==> src/design/cbr_pkg.sv <==
`default_nettype none

package cbr_pkg;

  // Controller / supervisor states
  typedef enum logic [1:0] {
    ST_STOPPED = 2'd0,
    ST_RUNNING = 2'd1,
    ST_BUSOFF  = 2'd2,
    ST_RECOVER = 2'd3
  } sup_state_t;

  // Requested or completed actions (code 0 means nothing)
  typedef enum logic [1:0] {
    ACT_NONE  = 2'd0,
    ACT_INIT  = 2'd1,
    ACT_START = 2'd2
  } act_t;

  localparam logic MODE_OBSERVE  = 1'b0;
  localparam logic MODE_COMPLETE = 1'b1;

  localparam logic REG_INITIAL_BACKOFF = 1'b0;
  localparam logic REG_MAX_BACKOFF     = 1'b1;

  localparam int BACKOFF_W = 31;
  localparam int TIME_W    = 32;
  localparam int CNT_W     = 32;

  localparam logic [BACKOFF_W-1:0] INITIAL_BACKOFF_RST = 31'd100;
  localparam logic [BACKOFF_W-1:0] MAX_BACKOFF_RST     = 31'd5000;

  typedef struct packed {
    logic              mode;
    logic [1:0]        driver_status;
    logic [1:0]        done_action;
    logic              succeeded;
    logic [TIME_W-1:0] now_time;
  } cbr_item_t;

  typedef struct packed {
    act_t              next_action;
    sup_state_t        tracked_state;
    logic [CNT_W-1:0]  bus_off_events;
    logic [CNT_W-1:0]  recoveries;
    logic [CNT_W-1:0]  initiate_attempts;
    logic [CNT_W-1:0]  initiate_failures;
    logic [CNT_W-1:0]  start_attempts;
    logic [CNT_W-1:0]  start_failures;
    logic [TIME_W-1:0] next_attempt_time;
  } cbr_result_t;

endpackage

`default_nettype wire

==> src/design/cbr_item_if.sv <==
`default_nettype none

interface cbr_item_if;
  logic        valid;
  logic        ready;
  logic        mode;
  logic [1:0]  driver_status;
  logic [1:0]  done_action;
  logic        succeeded;
  logic [31:0] now_time;

  modport source (output valid, mode, driver_status, done_action, succeeded, now_time,
                  input ready);
  modport sink (input valid, mode, driver_status, done_action, succeeded, now_time,
                output ready);
endinterface

`default_nettype wire

==> src/design/cbr_result_if.sv <==
`default_nettype none

interface cbr_result_if;
  logic        valid;
  logic        ready;
  logic [1:0]  next_action;
  logic [1:0]  tracked_state;
  logic [31:0] bus_off_events;
  logic [31:0] recoveries;
  logic [31:0] initiate_attempts;
  logic [31:0] initiate_failures;
  logic [31:0] start_attempts;
  logic [31:0] start_failures;
  logic [31:0] next_attempt_time;

  modport source (output valid, next_action, tracked_state, bus_off_events, recoveries,
                  initiate_attempts, initiate_failures, start_attempts,
                  start_failures, next_attempt_time,
                  input ready);
  modport sink (input valid, next_action, tracked_state, bus_off_events, recoveries,
                initiate_attempts, initiate_failures, start_attempts,
                start_failures, next_attempt_time,
                output ready);
endinterface

`default_nettype wire

==> src/design/cbr_core.sv <==
`default_nettype none

module cbr_core
  import cbr_pkg::*;
(
  input  logic                 clk,
  input  logic                 rst,
  input  cbr_item_t            item,
  input  logic                 advance,
  input  logic [BACKOFF_W-1:0] initial_backoff,
  input  logic [BACKOFF_W-1:0] max_backoff,
  output cbr_result_t          res
);

  sup_state_t           state, state_next;
  logic [CNT_W-1:0]     bus_off_cnt, bus_off_cnt_next;
  logic [CNT_W-1:0]     recovery_cnt, recovery_cnt_next;
  logic [CNT_W-1:0]     init_att_cnt, init_att_cnt_next;
  logic [CNT_W-1:0]     init_fail_cnt, init_fail_cnt_next;
  logic [CNT_W-1:0]     start_att_cnt, start_att_cnt_next;
  logic [CNT_W-1:0]     start_fail_cnt, start_fail_cnt_next;
  logic [TIME_W-1:0]    attempt_time, attempt_time_next;
  logic [BACKOFF_W-1:0] cur_backoff, cur_backoff_next;

  act_t                 action;
  logic [TIME_W-1:0]    time_diff;
  logic                 time_ready;
  logic [BACKOFF_W:0]   doubled;
  logic [TIME_W-1:0]    retry_time;
  logic [BACKOFF_W-1:0] retry_backoff;

  // wrap-aware: ready when (now - attempt) is non-negative as a signed value
  assign time_diff  = item.now_time - attempt_time;
  assign time_ready = ~time_diff[TIME_W-1];

  assign doubled       = {cur_backoff, 1'b0};
  assign retry_time    = item.now_time + TIME_W'(cur_backoff);
  assign retry_backoff = (doubled < {1'b0, max_backoff}) ? doubled[BACKOFF_W-1:0]
                                                         : max_backoff;

  always_comb begin
    state_next          = state;
    bus_off_cnt_next    = bus_off_cnt;
    recovery_cnt_next   = recovery_cnt;
    init_att_cnt_next   = init_att_cnt;
    init_fail_cnt_next  = init_fail_cnt;
    start_att_cnt_next  = start_att_cnt;
    start_fail_cnt_next = start_fail_cnt;
    attempt_time_next   = attempt_time;
    cur_backoff_next    = cur_backoff;
    action              = ACT_NONE;

    if (item.mode == MODE_OBSERVE) begin
      unique case (sup_state_t'(item.driver_status))
        ST_RUNNING: begin
          state_next        = ST_RUNNING;
          attempt_time_next = '0;
          cur_backoff_next  = initial_backoff;
        end
        ST_BUSOFF: begin
          if (state != ST_RECOVER) begin
            if (state != ST_BUSOFF) begin
              // fresh entry: attempt time is now, so ready at once
              state_next        = ST_BUSOFF;
              bus_off_cnt_next  = bus_off_cnt + 1'b1;
              attempt_time_next = item.now_time;
              cur_backoff_next  = initial_backoff;
              action            = ACT_INIT;
            end else if (time_ready) begin
              action = ACT_INIT;
            end
          end
        end
        ST_RECOVER: begin
          state_next = ST_RECOVER;
        end
        ST_STOPPED: begin
          if (state == ST_RECOVER) begin
            if (time_ready) begin
              action = ACT_START;
            end
          end else begin
            state_next = ST_STOPPED;
          end
        end
        default: begin
        end
      endcase
    end else begin
      unique case (item.done_action)
        ACT_INIT: begin
          init_att_cnt_next = init_att_cnt + 1'b1;
          if (item.succeeded) begin
            state_next        = ST_RECOVER;
            attempt_time_next = '0;
            cur_backoff_next  = initial_backoff;
          end else begin
            init_fail_cnt_next = init_fail_cnt + 1'b1;
            state_next         = ST_BUSOFF;
            attempt_time_next  = retry_time;
            cur_backoff_next   = retry_backoff;
          end
        end
        ACT_START: begin
          start_att_cnt_next = start_att_cnt + 1'b1;
          if (item.succeeded) begin
            recovery_cnt_next = recovery_cnt + 1'b1;
            state_next        = ST_RUNNING;
            attempt_time_next = '0;
            cur_backoff_next  = initial_backoff;
          end else begin
            start_fail_cnt_next = start_fail_cnt + 1'b1;
            state_next          = ST_RECOVER;
            attempt_time_next   = retry_time;
            cur_backoff_next    = retry_backoff;
          end
        end
        default: begin
        end
      endcase
    end
  end

  always_ff @(posedge clk) begin
    if (rst) begin
      state          <= ST_STOPPED;
      bus_off_cnt    <= '0;
      recovery_cnt   <= '0;
      init_att_cnt   <= '0;
      init_fail_cnt  <= '0;
      start_att_cnt  <= '0;
      start_fail_cnt <= '0;
      attempt_time   <= '0;
      cur_backoff    <= INITIAL_BACKOFF_RST;
    end else if (advance) begin
      state          <= state_next;
      bus_off_cnt    <= bus_off_cnt_next;
      recovery_cnt   <= recovery_cnt_next;
      init_att_cnt   <= init_att_cnt_next;
      init_fail_cnt  <= init_fail_cnt_next;
      start_att_cnt  <= start_att_cnt_next;
      start_fail_cnt <= start_fail_cnt_next;
      attempt_time   <= attempt_time_next;
      cur_backoff    <= cur_backoff_next;
    end
  end

  always_comb begin
    res.next_action       = action;
    res.tracked_state     = state_next;
    res.bus_off_events    = bus_off_cnt_next;
    res.recoveries        = recovery_cnt_next;
    res.initiate_attempts = init_att_cnt_next;
    res.initiate_failures = init_fail_cnt_next;
    res.start_attempts    = start_att_cnt_next;
    res.start_failures    = start_fail_cnt_next;
    res.next_attempt_time = attempt_time_next;
  end

endmodule

`default_nettype wire

==> src/design/can_bus_off_recovery_backoff_top.sv <==
`default_nettype none

// CAN bus-off recovery supervisor. Each request on "item" either observes the
// controller status at a millisecond timestamp (mode 0) or reports how a
// requested action ended (mode 1); each gives exactly one result on "result"
// with the next action (none / initiate / start), the tracked state, six
// wrapping event counters and the next allowed attempt time. A failed action
// schedules a retry at now plus the current backoff, which then doubles up to
// max_backoff. Timing: a request is registered at the input, then evaluated in one
// pass of the state-update logic as it moves to the output register; one request
// is taken every cycle while the result side keeps up. Both sides stall
// independently through the two registers. The user must write configuration
// (cfg_we / cfg_index / cfg_wdata) only while the block is idle; the block
// itself does not enforce this. A new initial_backoff takes effect at the next
// event that reloads the backoff.
module can_bus_off_recovery_backoff_top
  import cbr_pkg::*;
(
  input  logic                 clk,
  input  logic                 rst,
  input  logic                 cfg_we,
  input  logic                 cfg_index,
  input  logic [BACKOFF_W-1:0] cfg_wdata,
  cbr_item_if.sink             item,
  cbr_result_if.source         result
);

  // configuration registers
  logic [BACKOFF_W-1:0] initial_backoff;
  logic [BACKOFF_W-1:0] max_backoff;

  always_ff @(posedge clk) begin
    if (rst) begin
      initial_backoff <= INITIAL_BACKOFF_RST;
      max_backoff     <= MAX_BACKOFF_RST;
    end else if (cfg_we) begin
      unique case (cfg_index)
        REG_INITIAL_BACKOFF: initial_backoff <= cfg_wdata;
        REG_MAX_BACKOFF:     max_backoff     <= cfg_wdata;
        default: begin
        end
      endcase
    end
  end

  // input register
  logic        in_valid;
  cbr_item_t   in_item;
  logic        advance;
  cbr_result_t step_res;
  logic        out_valid;
  cbr_result_t out_res;

  // request moves from input register to result register
  assign advance    = in_valid && (!out_valid || result.ready);
  assign item.ready = !in_valid || advance;

  always_ff @(posedge clk) begin
    if (rst) begin
      in_valid <= 1'b0;
    end else if (item.ready) begin
      in_valid <= item.valid;
    end
    if (item.valid && item.ready) begin
      in_item.mode          <= item.mode;
      in_item.driver_status <= item.driver_status;
      in_item.done_action   <= item.done_action;
      in_item.succeeded     <= item.succeeded;
      in_item.now_time      <= item.now_time;
    end
  end

  // supervisor state and next-state logic
  cbr_core u_core (
    .clk             (clk),
    .rst             (rst),
    .item            (in_item),
    .advance         (advance),
    .initial_backoff (initial_backoff),
    .max_backoff     (max_backoff),
    .res             (step_res)
  );

  // result register
  always_ff @(posedge clk) begin
    if (rst) begin
      out_valid <= 1'b0;
    end else if (advance) begin
      out_valid <= 1'b1;
    end else if (result.ready) begin
      out_valid <= 1'b0;
    end
    if (advance) begin
      out_res <= step_res;
    end
  end

  assign result.valid             = out_valid;
  assign result.next_action       = out_res.next_action;
  assign result.tracked_state     = out_res.tracked_state;
  assign result.bus_off_events    = out_res.bus_off_events;
  assign result.recoveries        = out_res.recoveries;
  assign result.initiate_attempts = out_res.initiate_attempts;
  assign result.initiate_failures = out_res.initiate_failures;
  assign result.start_attempts    = out_res.start_attempts;
  assign result.start_failures    = out_res.start_failures;
  assign result.next_attempt_time = out_res.next_attempt_time;

  // an initiate request only comes out of the bus-off state
  a_init_in_busoff: assert property (@(posedge clk) disable iff (rst)
    (out_valid && out_res.next_action == ACT_INIT) |-> out_res.tracked_state == ST_BUSOFF)
    else $error("initiate requested outside bus off");

  // a start request only comes while recovering
  a_start_in_recover: assert property (@(posedge clk) disable iff (rst)
    (out_valid && out_res.next_action == ACT_START) |-> out_res.tracked_state == ST_RECOVER)
    else $error("start requested outside recovering");

  // a held request is not dropped while the result side stalls
  a_in_held: assert property (@(posedge clk) disable iff (rst)
    (in_valid && !advance) |=> (in_valid && $stable(in_item)))
    else $error("pending request lost");

  // a pending result is not overwritten while stalled
  a_out_held: assert property (@(posedge clk) disable iff (rst)
    (out_valid && !result.ready) |=> (out_valid && $stable(out_res)))
    else $error("pending result lost");

endmodule

`default_nettype wire
==> src/flat_wrapper.sv <==
// flat-port wrapper written by rule: the top's interface ports become plain ports
module can_bus_off_recovery_backoff_top_flat import cbr_pkg::*;
  (clk, rst, cfg_we, cfg_index, cfg_wdata, item_valid, item_mode, item_driver_status, item_done_action, item_succeeded, item_now_time, item_ready, result_valid, result_next_action, result_tracked_state, result_bus_off_events, result_recoveries, result_initiate_attempts, result_initiate_failures, result_start_attempts, result_start_failures, result_next_attempt_time, result_ready);
  cbr_item_if item_i ();
  cbr_result_if result_i ();
  input  logic clk;
  input  logic rst;
  input  logic cfg_we;
  input  logic cfg_index;
  input  logic [BACKOFF_W-1:0] cfg_wdata;
  input wire logic [$bits(item_i.valid)-1:0] item_valid;
  input wire logic [$bits(item_i.mode)-1:0] item_mode;
  input wire logic [$bits(item_i.driver_status)-1:0] item_driver_status;
  input wire logic [$bits(item_i.done_action)-1:0] item_done_action;
  input wire logic [$bits(item_i.succeeded)-1:0] item_succeeded;
  input wire logic [$bits(item_i.now_time)-1:0] item_now_time;
  output wire logic [$bits(item_i.ready)-1:0] item_ready;
  output wire logic [$bits(result_i.valid)-1:0] result_valid;
  output wire logic [$bits(result_i.next_action)-1:0] result_next_action;
  output wire logic [$bits(result_i.tracked_state)-1:0] result_tracked_state;
  output wire logic [$bits(result_i.bus_off_events)-1:0] result_bus_off_events;
  output wire logic [$bits(result_i.recoveries)-1:0] result_recoveries;
  output wire logic [$bits(result_i.initiate_attempts)-1:0] result_initiate_attempts;
  output wire logic [$bits(result_i.initiate_failures)-1:0] result_initiate_failures;
  output wire logic [$bits(result_i.start_attempts)-1:0] result_start_attempts;
  output wire logic [$bits(result_i.start_failures)-1:0] result_start_failures;
  output wire logic [$bits(result_i.next_attempt_time)-1:0] result_next_attempt_time;
  input wire logic [$bits(result_i.ready)-1:0] result_ready;
  assign item_i.valid = item_valid;
  assign item_i.mode = item_mode;
  assign item_i.driver_status = item_driver_status;
  assign item_i.done_action = item_done_action;
  assign item_i.succeeded = item_succeeded;
  assign item_i.now_time = item_now_time;
  assign item_ready = item_i.ready;
  assign result_valid = result_i.valid;
  assign result_next_action = result_i.next_action;
  assign result_tracked_state = result_i.tracked_state;
  assign result_bus_off_events = result_i.bus_off_events;
  assign result_recoveries = result_i.recoveries;
  assign result_initiate_attempts = result_i.initiate_attempts;
  assign result_initiate_failures = result_i.initiate_failures;
  assign result_start_attempts = result_i.start_attempts;
  assign result_start_failures = result_i.start_failures;
  assign result_next_attempt_time = result_i.next_attempt_time;
  assign result_i.ready = result_ready;
  can_bus_off_recovery_backoff_top u_core (.clk(clk), .rst(rst), .cfg_we(cfg_we), .cfg_index(cfg_index), .cfg_wdata(cfg_wdata), .item(item_i), .result(result_i));
endmodule
==> config.mk <==
export PLATFORM = sky130hd
export DESIGN_NAME = can_bus_off_recovery_backoff_top_flat
export DESIGN_NICKNAME = d
export VERILOG_FILES = /design/src/design/cbr_pkg.sv /design/src/design/cbr_item_if.sv /design/src/design/cbr_result_if.sv /design/src/design/cbr_core.sv /design/src/design/can_bus_off_recovery_backoff_top.sv /design/src/flat_wrapper.sv
export SDC_FILE = /design/constraint.sdc
export NUM_CORES = 1
export LEC_CHECK = 0
export BUFFER_PORTS_ARGS = -buffer_cell sky130_fd_sc_hd__buf_2
export CORE_MARGIN = 5
export CORE_UTILIZATION = 49
export CTS_BUF_LIST = sky130_fd_sc_hd__clkbuf_4 sky130_fd_sc_hd__clkbuf_8
export CTS_CLUSTER_DIAMETER = 120
export CTS_CLUSTER_SIZE = 16
export DETAILED_ROUTE_END_ITERATION = 10
export GPL_TIMING_DRIVEN = 0
export HOLD_SLACK_MARGIN = 0.1
export PLACE_DENSITY_LB_ADDON = 0.2
export SYNTH_ARGS = -nofsm -noshare
export SYNTH_HDL_FRONTEND = slang
export SYNTH_SLANG_ARGS = --single-unit
==> constraint.sdc <==
create_clock -name clk -period 25.5 [get_ports clk]
set_input_delay 1.275 -clock clk [delete_from_list [all_inputs] [get_ports clk]]
set_output_delay 1.275 -clock clk [all_outputs]
set_load 0.05 [all_outputs]
==> results.md, run 1 <==
- Static timing analysis puts the maximum clock frequency at 0.197 GHz.
- The number of global-route vias before repair came to 21,200.
- Setup repair after global routing left no endpoint under its margin.
- The sequential element share of the synthesized area is 51.7%.
- The cell row count is 87.
- The number of distinct library cells after synthesis is 82.
- The number of hold violations in the final report is 0.
- Traced cell by cell, the critical path runs through buf_2 -> nor2b_1 -> nand2b_1 -> clkbuf_1 -> inv_1 -> clkbuf_1 -> clkbuf_1 -> clkbuf_4 -> buf_16 -> buf_16.
- The routed layout has 21,900 vias.
- By startpoint and endpoint, the worst setup path is classified as in -> reg.
- After synthesis, the cell types taking the most area are sky130_fd_sc_hd__edfxtp_1 (29%), sky130_fd_sc_hd__dfxtp_1 (23%), sky130_fd_sc_hd__xor2_1 (6.0%).
- For this run, asynchronously set or reset flops after synthesis account for 0%.
- The type of destination of the critical path is a register.
- Summed over all cells, the static leakage comes to around 12 nW.
- The routed via count divided by cell count is 5.56.
- The count of flip-flops with a built-in enable after synthesis is 266.
- The amount of wire on met2 after detailed routing is 37.9 mm.
- Post-CTS repair changed the size of 0 cells.
- Wires add up to 79.1 mm.
- Clock-pin slew was measured on the worst setup and hold paths at 0.10 ns.
- The tightest slew margin relative to the limit is 26.0%.
- The final count of pins violating max slew was 0.
- The area of the core is about 0.056 mm^2.
- The total global routing overflow is 0.
- The number of clock buffers inserted by TritonCTS is between 40 and 50.
- Global routing used 24.5% of the available tracks.
- The routed length per placed instance is approximately 20 um.
- For this run, the detailed router's first-pass iteration total came to 9.
- The data required time at the worst endpoint is 25.82 ns.
- Summed over all instances, the cell type with the most area after synthesis is sky130_fd_sc_hd__edfxtp_1.
- The power density of the placed cells is between 50 and 60 mW/mm^2.
- IR analysis of the VDD net gives a maximum drop of approximately 0.042 mV.
- The largest clock skew in the final design is approximately 0.044 ns.
- Synthesis produced a netlist with a net count of about 3,000.
- The longest individual stage delay on the worst path is 0.87 ns.
- The number of antenna violations at the first check in global routing is 1.
- The number of buffer and inverter stages on the critical path is 8.
- Summed over all nets, wire length on met3 after detailed routing comes to 5.04 mm.
- The most common flop cell mapped by yosys is sky130_fd_sc_hd__dfxtp_1.
- The design draws 1.77 mW.
- The initial core utilization is 49.5%.
- In this run the post-CTS setup repair buffer count came out at 0.
- The largest net degree at the start of global routing is 70.
- The clock passes through at most 3 buffers.
- At the pin with the least slew margin, the transition time is 1.11 ns.
- TritonCTS built the clock tree.
- The average size of a mapped cell is 9.96 um^2.
- Synthesis handed over a netlist of 2,801 instances.
- The iteration-0 DRC count of the detailed router is 1,819.
- The highest-delay cell along the critical path is sky130_fd_sc_hd__clkbuf_1.
- Among the stages of the critical path, the cell type that occurs most often is sky130_fd_sc_hd__clkbuf_1.
- The run finished with clean final reports.
- The path category of the worst min-delay check is reg -> reg.
- Clock latency on the worst-skew pair, taken at its later pin, is approximately 0.7 ns.
- The number of top-level pins is between 300 and 400.
- The mapped netlist covers between 0.02 and 0.03 mm^2.
- After the last flow step, the layout net total stands at roughly 3,300.
- For this design, the sink count on the clock tree is just under 600.
- The Yosys step of the flow raised 0 warnings.
- 0 antenna diodes ended up in the layout.
- The DRC violation count after routing is 0.
- The period utilization is a little under 20%.
- The largest fanout on the critical path is 69.
- The share of the synthesized area in the top cell type is ~29%.
- Buffers inserted to repair hold after CTS numbered 0.
- The post-layout minimum cycle time is 5.07 ns.
- The post-route met1 wirelength is 33.4 mm.
- Clock tree synthesis selected as its root buffer the cell sky130_fd_sc_hd__clkbuf_8.
- The startpoint type of the worst setup path is an input port.
- The die footprint is 0.0618 mm^2.
- The count of nets left with antenna violations once routing finished came out at 0.
- The HPWL after detailed placement is 59.5 mm.
- The number of setup violations in the final report is 0.
- The post-synthesis register bit count is 587.
- The family with the most delay on the worst path is buffers and inverters.
- The H-tree was split into 2 levels.
- The horizontal die dimension is 249 um.
- Summed over all failing endpoints, the final setup total negative slack is 0 ns.
- The arrival time of data at the critical path endpoint is 5.39 ns.
- The number of violations of the max-capacitance limit is 0.
- The first-pass GRT wire length is 122 mm.
- The post-route netlist has around 14% of its cells at a drive strength greater than 1.
- Routed signal wires occupy layers up through met5.
- Port buffering added 303 buffers.
- The die is between 200 and 250 um tall.
- At the end of routability-driven placement, the weighted congestion stood at 0.954.
- Across all hold checks on the routed design, the worst slack comes to ~0.46 ns.
- The area added between synthesis and finish is 12.3%.
## layer usage
metal	track usage, %	up-vias
li1	-	10500
met1	32.4	10500
met2	41.5	730
met3	4.19	141
met4	7.80	2
met5	0	-
## Yosys cell counts (all sizes together), types with 61 or more instances
library cell,count
o21ai,112
xor2,191
nor2,263
a21oi,178
inv,104
ha,103
nand3,92
nand2,328
clkbuf,118
dfxtp,321
edfxtp,266
xnor2,149
nand4,61
## worst min-delay path: stages, from the launching register on
cell and delay (ns):
sky130_fd_sc_hd__dfxtp_1 0.32, sky130_fd_sc_hd__nand2_1 0.05, sky130_fd_sc_hd__a21oi_1 0.05
## flip-flops by register name (all words and copies together), names as in the netlist, 31 cells and up
signal,cells
u_core.in_item,38
u_core.initial_backoff,31
u_core.max_backoff,31
u_core.result.bus_off_events,32
u_core.result.initiate_attempts,32
u_core.result.initiate_failures,32
u_core.result.next_attempt_time,32
u_core.result.recoveries,32
u_core.result.start_attempts,32
u_core.result.start_failures,32
u_core.u_core.attempt_time,32
u_core.u_core.bus_off_cnt,32
u_core.u_core.cur_backoff,31
u_core.u_core.init_att_cnt,32
u_core.u_core.init_fail_cnt,32
u_core.u_core.recovery_cnt,32
u_core.u_core.start_att_cnt,32
u_core.u_core.start_fail_cnt,32
## placed cells by master, fill, tap and decap left out, types with 59 or more instances in the layout
cell / count
sky130_fd_sc_hd__nand2_1: 327
sky130_fd_sc_hd__inv_1: 104
sky130_fd_sc_hd__clkbuf_1: 116
sky130_fd_sc_hd__nor2_1: 261
sky130_fd_sc_hd__xnor2_1: 149
sky130_fd_sc_hd__buf_2: 319
sky130_fd_sc_hd__o21ai_0: 112
sky130_fd_sc_hd__a21oi_1: 178
sky130_fd_sc_hd__edfxtp_1: 266
sky130_fd_sc_hd__or3_1: 59
sky130_fd_sc_hd__ha_1: 103
sky130_fd_sc_hd__nand3_1: 89
sky130_fd_sc_hd__dfxtp_1: 321
sky130_fd_sc_hd__xor2_1: 191
## report_power, final
part	leakage [nW]	internal (mW)	total (mW)	switching, mW
registers	5.02	1.01	1.03	0.0199
logic	6.71	0.0569	0.225	0.168
clock network	0.456	0.204	0.509	0.306
total	12.2	1.28	1.77	0.493
## metrics by stage
stage | instances | cell area, um^2 | setup WS (ns) | util (%)
4_1_cts | 3942 | 31300 | 20.48 | 55.6
3_5_place_dp | 3866 | 30500 | 19.75 | 54.1
6_report | 3942 | 31300 | 20.43 | 55.6
5_1_grt | 3942 | 31300 | 20.34 | 55.6
3_3_place_gp | 3860 | 30400 | 11.22 | 53.8
2_1_floorplan | 2801 | 27900 | 15.78 | -
## worst paths after layout
| path | slack [ns] | from | depth (start not counted) | to |
|---|---|---|---|---|
| worst max-delay path | 20.43 | result_ready | 10 | u_core.result.initiate_attempts[27] |
| worst min-delay path | 0.46 | u_core.initial_backoff[9] | 2 | u_core.initial_backoff[9] |
| worst max register to register | 20.72 | u_core.result.valid | 9 | u_core.result.initiate_attempts[27] |
| worst min register to register | 0.46 | u_core.initial_backoff[9] | 2 | u_core.initial_backoff[9] |
## logic make-up (layout without fill, tap and decap cells)
family / after synthesis / count (layout) / synth area share [%]
and+or+nand+nor: 1004 / 1004 / 17.4
DFF: 587 / 587 / 51.7
AOI/OAI and AO/OA: 477 / 477 / 10.6
xor gates and xnor gates: 340 / 340 / 10.7
buffers and inverters: 248 / 633 / 3.46
adders and majority gates: 104 / 104 / 4.69
muxes: 41 / 41 / 1.50
## final cells by class
cell class                 instances  area (um^2)
fill                            5094        25000
sequential                       587        14400
multi-input combinational       1966        12500
timing repair buffer             309         1650
tap                              756          946
clock buffer                      73          817
buffer                           144          579
inverter                         104          390
clock inverter                     3         25.0
Power figures use the tool's default switching activity.
==> run 2: changes to the inputs <==
- ABC_AREA: not set -> 1
- clock period: 25.5 -> 5 ns (I/O delays scaled with it)
==> run 2 against run 1 <==
  * Largest cell class unchanged
  * Synthesized cell count increased by 31%
  * Hold slack got worse by 0.23 ns
  * Critical endpoint is now u_core.result.next_attempt_time[16]
  * Clock power increased to 5.1 times the previous value
==> results.md, run 2 <==
- The cell area after synthesis is 0.0297 mm^2 (+6.5%).
- The largest register by flop count is u_core.in_item.
- The clock input transition at the sequential cells of the worst setup and hold paths came to 0.11 ns (about the same).
- For hold timing, the worst endpoint is u_core.initial_backoff[5].
- The total wire length after detailed routing is 87.3 mm (+10%).
- The total global routing overflow came to 0 (unchanged).
- The arrival time of data at the critical path endpoint is 3.71 ns (-1.68 ns).
- The worst-case setup margin in the final layout came to 1.59 ns (-18.84 ns).
- The worst supply voltage drop on vdd is 0.217 mV (+420%).
- The number of violations of the max-capacitance limit came to 0 (unchanged).
- The cell row count is 90 (+3.4%).
- The largest clock skew in the final design is 0.0304 ns (-0.0140 ns).
- The global-route met2 utilization was 43.3% (+1.8 points).
- The detailed-router iteration count before antenna repair is 8 (-1).
- The die span in y is 256 um (+3.1%).
- The instance count after placement with tap cells included is 4,770 (+23%).
- The most common flop cell mapped by yosys is sky130_fd_sc_hd__dfxtp_1.
- The share of the synthesized area in the top cell type is 26.9% (-1.7 points).
- The capturing point of the worst reg2reg path is u_core.result.next_attempt_time[16].
- The first-pass GRT wire length is 134 mm (+10%).
- The number of antenna violations at the first check in global routing was 3 (+2).
- The data required time at the worst endpoint is 5.30 ns (-20.52 ns).
- The total of buffers placed on input and output ports was 303 (unchanged).
- The routed via count divided by cell count is 5.23 (-6.0%).
- The net load switching power came to 3.26 mW (+560%).
- The DRC violation count after routing is 0 (unchanged).
- Counting instances in the post-synthesis netlist gives the leading cell types as sky130_fd_sc_hd__inv_1 (606), sky130_fd_sc_hd__nand2_1 (602), sky130_fd_sc_hd__o21ai_0 (380), sky130_fd_sc_hd__a21oi_1 (328).
- The share of synthesized cell area in full adder, half adder and majority cells was 4.41% (-0.29 points).
- The logic gate share of total power was 20.2% (+7.5 points).
- The met3 track demand over resource in global routing was 3.88% (-0.31 points).
- The dominant combinational cell family by area after synthesis is simple AND/OR/NAND/NOR gates.
- The relative contribution of sequential cells to total power is 54.7% (-3.8 points).
- The initial core utilization is 49.3% (-0.16 points).
- The count of mapped cells out of synthesis is 3,683 (+31%).
- The number of nets in the synthesized netlist is 3,862 (+30%).
- The number of hold violations in the final report was 0 (unchanged).
- The number of cells on the worst reg-to-reg path is 7 (-2).
- The fraction of the mapped netlist area in compound gates came to 13.1% (+2.5 points).
- The startpoint type of the worst setup path is a register.
- The routability congestion estimate from global placement is 0.944 (-1.1%).
- The die footprint came to 0.0657 mm^2 (+6.2%).
- Leaving out fill and tap cells, the most frequent cell in the layout is sky130_fd_sc_hd__inv_1.
- From synthesis to final layout, the design area changed by 13.8%.
- The sequential element share of the synthesized area is 48.5% (-3.2 points).
- The number of clock buffers inserted by TritonCTS is 42 (unchanged).
- The simple-gate area share of the yosys netlist was 19.7% (+2.3 points).
- The clock sink total was 587 (unchanged).
- met2 is the most crowded layer.
- The final count of pins violating max slew is 0 (unchanged).
- The number of instances resized during post-cts repair is 0 (unchanged).
- The number of top-level pins was 305 (unchanged).
- The worst hold path begins at cfg_index.
- The run finished with clean final reports.
- The clock period could shrink to roughly 3.4 ns.
- The yosys synthesis warning count is 0 (unchanged).
- The HPWL after detailed placement is 65.5 mm (+10%).
- The count of flip-flops with a built-in enable after synthesis is 266 (unchanged).
- Sorting the synthesized cells by area gives the leading types as sky130_fd_sc_hd__edfxtp_1 (27%), sky130_fd_sc_hd__dfxtp_1 (22%), sky130_fd_sc_hd__inv_1 (7.7%).
- The register-to-register setup slack is 1.59 ns (-19.13 ns).
- The number of global-route vias before repair was 23,900 (+13%).
- The maximum count of clock buffers along a single path is 3 (unchanged).
- The worst flop-to-flop path startpoint is u_core.result.valid.
- The power density of the placed cells is 303 mW/mm^2 (+440%).
- The number of distinct library cells after synthesis came to 49 (-40%).
- The total routing usage reported by global routing was 25.6% (+1.0 points).
- The routed length per placed instance was 17.7 um (-12%).
- The clock share of power is 25.2% (-3.6 points).
- The average size of a mapped cell was 8.07 um^2 (-19%).
- The root cell of the clock tree is sky130_fd_sc_hd__clkbuf_8.
- The count of nets left with antenna violations after detail routing is 0 (unchanged).
- Setup repair after global routing left no endpoint under its margin.
- Static timing analysis puts the maximum clock frequency at 0.293 GHz.
- The non-filler instance count after layout is 4,917 (+25%).
- The total via count in the routed design is 25,700 (+17%).
- The number of setup violations in the final report is 0 (unchanged).
- The worst setup path is captured at a register.
- TritonCTS built the clock tree.
- After layout, the worst path uses 68.3% of the clock period.
- The standby leakage power was 15.6 nW (+28%).
- The fraction of final layout cells with drive strength greater than 1 came to 11.0% (-2.9 points).
- The post-synthesis register bit count was 587 (unchanged).
- The horizontal die dimension is 256 um (+3.1%).
- The largest net degree at the start of global routing is 125 (+79%).
- The final-stage net count is 4,284 (+29%).
- The portion of netlist area occupied by mux cells is 0% (-1.5 points).
- The setup slack after placement is 1.52 ns (-18.23 ns).
- The fraction of registers with async set/reset is 0% (unchanged).
- The most area-hungry cell type in the Yosys netlist is sky130_fd_sc_hd__edfxtp_1.
- In the post-synthesis netlist, the cell with the most instances is sky130_fd_sc_hd__inv_1.
- The largest fanout on the critical path is 124 (+80%).
- The global-route track usage on met1 came to 34.1% (+1.7 points).
- The number of flip-flops under the largest register name is 38 (unchanged).
- The number of filler cells placed in the layout is 5,726 (+12%).
- The switching share of power came to 31.9% (+4.0 points).
- The tightest slew margin relative to the limit came to 34.5% (+8.5 points).
- In the layout the commonest cells are sky130_fd_sc_hd__inv_1 (605), sky130_fd_sc_hd__nand2_1 (602), sky130_fd_sc_hd__o21ai_0 (380).
- The critical path in this run is classified as reg -> reg.
- The area of the core was 0.0602 mm^2 (+6.8%).
- The iteration-0 DRC count of the detailed router is 1,885 (+3.6%).
- The latest clock arrival within the worst-skew pair is 0.66 ns (-0.02 ns).
- The worst hold path depth is 5 (+3).
- The CTS H-tree depth was 2 (unchanged).
- The internal power is 6.97 mW (+450%).
- The tightest min-delay check is of the in -> reg type.
- The slew of the pin with the lowest slew margin is 0.982 ns (-0.128 ns).
- The xor/xnor cell area share of the yosys netlist was 4.74% (-5.9 points).
[run 2: changes by cell type in the layout (fill, tap and decap cells not counted), moves of 34 or more]
cell                            before  now
sky130_fd_sc_hd__o21ai_0           112  380
sky130_fd_sc_hd__nand3_1            89  188
sky130_fd_sc_hd__xor2_1            191  148
sky130_fd_sc_hd__nor2_1            261  321
sky130_fd_sc_hd__or3_1              59    0
sky130_fd_sc_hd__dlygate4sd3_1       0   73
sky130_fd_sc_hd__and3_1             43    1
sky130_fd_sc_hd__mux2i_1            35    0
sky130_fd_sc_hd__a21oi_1           178  328
sky130_fd_sc_hd__a22oi_1            35    1
sky130_fd_sc_hd__inv_1             104  605
sky130_fd_sc_hd__nand2_1           327  602
sky130_fd_sc_hd__xnor2_1           149   11
[run 2: worst max-delay path by stage]
stage	start	end	slack (ns)
2_1_floorplan	u_core.result.valid	u_core.result.bus_off_events[0]	0.16
4_1_cts	u_core.result.valid	u_core.result.start_failures[30]	1.55
5_1_grt	u_core.result.valid	u_core.result.start_failures[9]	1.41
3_5_place_dp	result_ready	u_core.result.next_attempt_time[14]	1.52
3_3_place_gp	result_ready	u_core.u_core.init_fail_cnt[14]	-1.96
6_report	u_core.result.valid	u_core.result.next_attempt_time[16]	1.59
[run 2: area by class of cell]
type                    count  area [um^2]  share of cell area (%)
repair buffers            378         2290                    6.79
inverters                 615         2310                    6.83
well taps                 782          978                    2.89
diodes                      1         2.50                 0.00740
plain buffers             133          534                    1.58
clock inverters             2         15.0                  0.0444
multi-input cells        2348        12500                    36.9
clock buffers              71          802                    2.37
flip-flops and latches    587        14400                    42.6
[run 2: stage by stage]
| stage | instance area [um^2] | TNS (ns) | total power, mW | hold WS [ns] | utilization [%] |
|---|---|---|---|---|---|
| after CTS | 33800 | 0 | 10.3 | 0.186 | 56.1 |
| after detailed placement | 32300 | 0 | 7.69 | 0.428 | 53.5 |
| final | 33800 | 0 | 10.2 | 0.229 | 56.1 |
| after global routing | 33800 | 0 | 10.7 | 0.254 | 56.1 |
| after floorplan | 29700 | 0 | 7.08 | 0.349 | - |
| after global placement | 32200 | -439.35 | 7.68 | 0.427 | 53.5 |
[run 2: power by group through the flow]
stage | Clock, mW | Sequential, mW | Combinational, mW
3_3_place_gp | 0 | 5.72 | 1.97
5_1_grt | 2.82 | 5.63 | 2.28
2_1_floorplan | 0 | 6.00 | 1.08
3_5_place_dp | 0 | 5.70 | 1.99
4_1_cts | 2.64 | 5.59 | 2.05
6_report | 2.58 | 5.59 | 2.06
[run 2: cell families (layout without fill, tap and decap cells)]
logic type	after synthesis	count (layout)
simple gates	1322	1322
compound gates	762	762
buf+inv	748	1199
flops	587	587
xor+xnor	160	160
fa+ha+maj	104	104
other cells	0	1
[run 2: critical path, stage by stage (launching register included)]
cell and delay, ns:
sky130_fd_sc_hd__dfxtp_1 0.34, sky130_fd_sc_hd__nand2_1 0.08, sky130_fd_sc_hd__nand2_1 0.33, sky130_fd_sc_hd__buf_2 0.37, sky130_fd_sc_hd__inv_2 0.21, sky130_fd_sc_hd__buf_2 0.32
sky130_fd_sc_hd__buf_8 0.73, sky130_fd_sc_hd__buf_16 0.47
[run 2: timing repair]
| item | 4_1_cts | 5_1_grt |
|---|---|---|
| hold buffers | 73 | 0 |
| hold endpoints to repair | 105 | 0 |
| buffers inserted | 0 | 0 |
[run 2: layer usage]
metal	wire (um)	share of wire, %
met4	2780	3.2
met2	40700	47
met1	38200	44
met3	5590	6.4
met5	13	0.015
